<file path="config.mk">
export PLATFORM = sky130hd
export DESIGN_NAME = ctmr_ctrl
export DESIGN_NICKNAME = d
export VERILOG_FILES = /design/src/sv/ctmr_pkg.sv /design/src/sv/ctmr_ctrl.sv
export SDC_FILE = /design/constraint.sdc
export NUM_CORES = 1
export LEC_CHECK = 0
export BUFFER_PORTS_ARGS = -buffer_cell sky130_fd_sc_hd__buf_2
export CAP_MARGIN = 30
export CORE_AREA = 2 2 39 41
export DETAILED_ROUTE_END_ITERATION = 12
export DIE_AREA = 0 0 41 43
export PLACE_DENSITY = 0.35
export SYNTH_ARGS = -nofsm -noshare
export SYNTH_HDL_FRONTEND = slang
export SYNTH_SLANG_ARGS = --single-unit
</file>
<file path="constraint.sdc">
create_clock -name i_clk -period 1 [get_ports i_clk]
set_clock_uncertainty 0.05 [all_clocks]
set_input_delay 0.2 -clock i_clk [delete_from_list [all_inputs] [get_ports i_clk]]
set_output_delay 0.2 -clock i_clk [all_outputs]
set_load 0.02 [all_outputs]
</file>
<file path="src/sv/ctmr_pkg.sv">
// Package with shared constants, types and codes of the channel message reassembler.
package ctmr_pkg;

    localparam int CHANNELS = 16;
    localparam int MAX_LEN  = 64;

    localparam int CH_AW   = (CHANNELS > 1) ? $clog2(CHANNELS) : 1;
    localparam int LEN_W   = $clog2(MAX_LEN);
    localparam int MEM_AW  = CH_AW + LEN_W;
    localparam int CNT_W   = 7;
    localparam int CH_W    = 4;
    localparam int TAG_W   = 16;
    localparam int BYTE_W  = 8;

    localparam int S_TDATA_W = 48;
    localparam int M_TDATA_W = 32;

    localparam logic [BYTE_W-1:0] CODE_LO = 8'h30;
    localparam logic [BYTE_W-1:0] CODE_HI = 8'h3f;

    localparam logic OP_ARM  = 1'b0;
    localparam logic OP_BYTE = 1'b1;

    localparam logic STATUS_MSG = 1'b0;
    localparam logic STATUS_ERR = 1'b1;

    typedef enum logic [1:0] {
        ST_IDLE,
        ST_EXEC,
        ST_READ,
        ST_SEND
    } t_state;

    typedef struct packed {
        logic load_in;
        logic commit;
        logic load_err;
        logic rd_issue;
        logic load_byte;
    } t_cmd;

    typedef struct packed {
        logic is_illegal;
        logic done;
        logic out_free;
        logic emit_last;
    } t_sts;

endpackage

</file>
<file path="src/sv/ctmr_ctrl.sv">
// Controller state machine that sequences item execution and message readout.
module ctmr_ctrl (
    input  logic          i_clk,
    input  logic          i_rst_n,
    input  logic          i_s_valid,
    input  ctmr_pkg::t_sts i_sts,
    output logic          o_s_ready,
    output ctmr_pkg::t_cmd o_cmd
);

    ctmr_pkg::t_state r_state;
    ctmr_pkg::t_state n_state;

    always_ff @(posedge i_clk) begin
        if (!i_rst_n) begin
            r_state <= ctmr_pkg::ST_IDLE;
        end else begin
            r_state <= n_state;
        end
    end

    always_comb begin
        n_state = r_state;
        unique case (r_state)
            ctmr_pkg::ST_IDLE: begin
                if (i_s_valid) begin
                    n_state = ctmr_pkg::ST_EXEC;
                end
            end
            ctmr_pkg::ST_EXEC: begin
                if (i_sts.is_illegal) begin
                    if (i_sts.out_free) begin
                        n_state = ctmr_pkg::ST_IDLE;
                    end
                end else if (i_sts.done) begin
                    n_state = ctmr_pkg::ST_READ;
                end else begin
                    n_state = ctmr_pkg::ST_IDLE;
                end
            end
            ctmr_pkg::ST_READ: begin
                n_state = ctmr_pkg::ST_SEND;
            end
            ctmr_pkg::ST_SEND: begin
                if (i_sts.out_free) begin
                    n_state = i_sts.emit_last ? ctmr_pkg::ST_IDLE : ctmr_pkg::ST_READ;
                end
            end
            default: begin
                n_state = ctmr_pkg::ST_IDLE;
            end
        endcase
    end

    always_comb begin
        o_s_ready = 1'b0;
        o_cmd     = '0;
        unique case (r_state)
            ctmr_pkg::ST_IDLE: begin
                o_s_ready     = 1'b1;
                o_cmd.load_in = i_s_valid;
            end
            ctmr_pkg::ST_EXEC: begin
                if (i_sts.is_illegal) begin
                    o_cmd.load_err = i_sts.out_free;
                end else begin
                    o_cmd.commit = 1'b1;
                end
            end
            ctmr_pkg::ST_READ: begin
                o_cmd.rd_issue = 1'b1;
            end
            ctmr_pkg::ST_SEND: begin
                o_cmd.load_byte = i_sts.out_free;
            end
            default: begin
                o_cmd = '0;
            end
        endcase
    end

endmodule

</file>
==> reports/qor.tcl <==
set qor(slowest_delay_ns) 0.37
set qor(ys_ff_latch) 2
set qor(area_share_of_the_largest_cell_type_after_synthesis) 0.294
set qor(synth_seq_area_share) 0.294
set qor(reg2reg_setup_slack_ns) -0.06
set qor(die_area_sq_um) 1760
set qor(seqCellArea_sq_um) 47.5
set qor(multi_input_area_sq_um) 130
set qor(p_comb_frac) 0.277
set qor(drive_gt1_frac) 0.879
set qor(grt_setup_unrepaired) {true}
set qor(synth.avg_cell_area_sq_um) 9.74
set qor(postRouteAntennaNets) 0
set qor(worstSkewPairLatency_ns) 0.23
set qor(grt.total_usage) 0.0751
set qor(route.detailed.drc) 0
set qor(numCtsBuffers) 3
set qor(element_type_at_the_critical_path_start) {flip-flop}
set qor(routed_wire_length_per_instance_um) 10.3
set qor(cp_max_fo) 7
set qor(core_sq_um) 1380
set qor(die_h_um) 43
set qor(vias) 184
set qor(wire_length_of_the_first_global_routing_pass_um) 828
set qor(area.growth.synth_to_final_pct) 150
set qor(postSynthCellCount) 14
set qor(timing.reg2reg.worst_path_depth) 2
set qor(top_regs) {r_state: 2 flops}
set qor(ctsHoldBuffers) 0
set qor(detail_route.iter0.violations) 5
set qor(timing.hold.worst.class) {in2reg}
set qor(cellLeakagePower_nw) 0.183
set qor(clock_tree.root_cell) {clkbuf_4}
set qor(worst_ir_drop_vdd_mv) 0.399
set qor(worst_hold_startpoint) {i_rst_n}
set qor(tightest_slew_ns) 0.153
set qor(outcome) {complete, but fails checks}
set qor(finalSetupTns_ns) -1.41
set qor(max_freq_ghz) 0.763
set qor(power-per-cell-area_nw_per_um2) 1220
set qor(antenna_violations_before_repair) 0
set qor(yosysTopAreaCell) {dfxtp_1}
set qor(nets) 41
set qor(fin_ws_ns) -0.311
set qor(synth_ff_type) {dfxtp_1}
set qor(crit_chain) {buf_4 -> and3_2 -> buf_6}
set qor(tritoncts) {done}
set qor(cts.sinks) 2
set qor(regMostFlops) {r_state}
set qor(reg_power_frac) 0.238
set qor(dpl.cell_count) 42
set qor(layoutNonFillerInstCount) 49
set qor(slew-limit-headroom) 0.898
set qor(sum_of_buffers_and_inverters_on_the_critical_path) 2
set qor(share_of_total_power_in_the_clock_network) 0.484
set qor(port-buffer-count) 12
set qor(critical_path.reg2reg.endpoint) {r_state[0]}
set qor(critPathCapture) {o_cmd[0]}
set qor(initial_utilization) 0.0986
set qor(synth_enable_flop_cells) 0
set qor(critical_path.startpoint) {r_state[0]}
set qor(timing.max_cap.violations) 0
set qor(largest_reg_flops) 2
set qor(critical_path_depth) 3
set qor(setup.worst_path.class) {reg2out}
set qor(post_synth_num_cell_types) 11
set qor(die-width_um) 41
set qor(critical_path.slowest_cell) {dfxtp_4}
set qor(post-route-period-util) 1.31
set qor(power.switching_uw) 113
set qor(aggregate_global_routing_overflow) 0
set qor(total_length_of_routed_wires_um) 503
set qor(ys_warn_count) 0
set qor(async_sr_flop_fraction) 0
set qor(first_drt_pass_iteration_count) 2
set qor(htreeDepth) 1
set qor(antenna_cells_inserted) 0
set qor(maximum_number_of_pins_on_one_net_before_global_route_repair) 9
set qor(ys_top_cells_by_count) {2 x dfxtp_1, 2 x nor3b_1, 2 x o211a_1}
set qor(clkTransAtPathRegs_ns) 0.04
set qor(timing_hold_violations_final) 0
set qor(placement_rows) 14
set qor(io-pin-count) 13
set qor(gp_routability_congestion) 0.628
set qor(violations) {negative setup slack}
set qor(detail_route.vias_per_cell) 3.76
set qor(switching_share) 0.272
set qor(final_critical_period_ns) 1.31
set qor(crit_required_ns) 0.75
set qor(finalCoreUtilization) 0.246
set qor(timing.critical_path.to_type) {output pin}
set qor(synth.area.top_cells) {dfxtp_1 29%, o211a_1 15%, mux2_4 11%, nor3b_1 11%, and3b_2 7.3%}
set qor(via_count_of_the_first_global_routing_pass) 207
set qor(clock_tree.buffer_depth) 2
set qor(reg2reg_from) {r_state[0]}
set qor(setup_viol_count_final) 7
set qor(post_synthesis_instance_area_sq_um) 136
set qor(filler_cell_count) 157
set qor(slew_viol_final) 0
set qor(synthesis.nets) 21
set qor(intPower_uw) 302
set qor(critPathTopFamily) {flip-flops}
set qor(cp.arrival_ns) 1.06
## how the worst min path moves through the flow
stage	endpoint	slack [ns]	cells past startpoint
floorplan	r_state[0]	0.27	1
global placement	r_state[1]	0.39	2
detailed placement	r_state[1]	0.41	2
CTS	r_state[0]	0.16	2
global route	r_state[1]	0.18	2
finish	r_state[0]	0.17	2
## worst register-to-register path, cell delays in order (launching register included)
cell	delay, ns
dfxtp_4	0.39
mux2_4	0.31
o211a_1	0.20
## cell type report
class	count	share of cell area
Multi-Input combinational cell	12	0.382
Timing Repair Buffer	15	0.342
Sequential cell	2	0.140
Clock buffer	4	0.0772
Tap cell	16	0.0588
## metal layers
metal / track usage / vias up / routed length, um
met3: 0.0157 / 0 / 48
li1: - / 92 / -
met5: 0 / - / 0
met1: 0.0924 / 80 / 236
met4: 0.0800 / 0 / 0
met2: 0.0969 / 12 / 218
## cell families after synthesis
group,share of synthesized area
and+or+nand+nor,0.450
AOI/OAI and AO/OA,0.147
DFF,0.294
muxes,0.110
## cells in the final DEF, fill, tap and decap left out
cell type and count:
nor2_4 1, nand2_4 1, buf_6 5, mux2_4 1, clkbuf_4 3, buf_4 4
and2b_2 1, and3_2 1, clkbuf_1 1, nor3b_2 1, and3b_2 1, o211a_1 2
and2_4 1, dfxtp_4 2, buf_2 6, nand4_1 1, nor3b_4 1
## power groups by stage
stage               clock (mW)  combinational, mW  sequential (mW)
CTS                      0.215              0.105           0.0980
global placement             0             0.0815            0.101
global route             0.215              0.124            0.100
detailed placement           0             0.0829            0.101
floorplan                    0             0.0527           0.0982
finish                   0.201              0.115           0.0989
## repair_timing
action	in CTS	in global routing
resized for setup	13	1
pin swaps	2	2
setup buffers	1	2
setup endpoints to repair	7	7
## metrics by stage
| step | setup slack (ns) | power, mW | cell area (sq um) | hold WS (ns) |
|---|---|---|---|---|
| floorplan | -0.0109 | 0.151 | 168 | 0.273 |
| global placement | -0.0833 | 0.182 | 248 | 0.395 |
| detailed placement | -0.120 | 0.184 | 248 | 0.407 |
| CTS | -0.308 | 0.418 | 320 | 0.162 |
| global route | -0.335 | 0.440 | 340 | 0.178 |
| finish | -0.311 | 0.415 | 340 | 0.169 |
No activity file was read; power rests on OpenSTA's default activity.
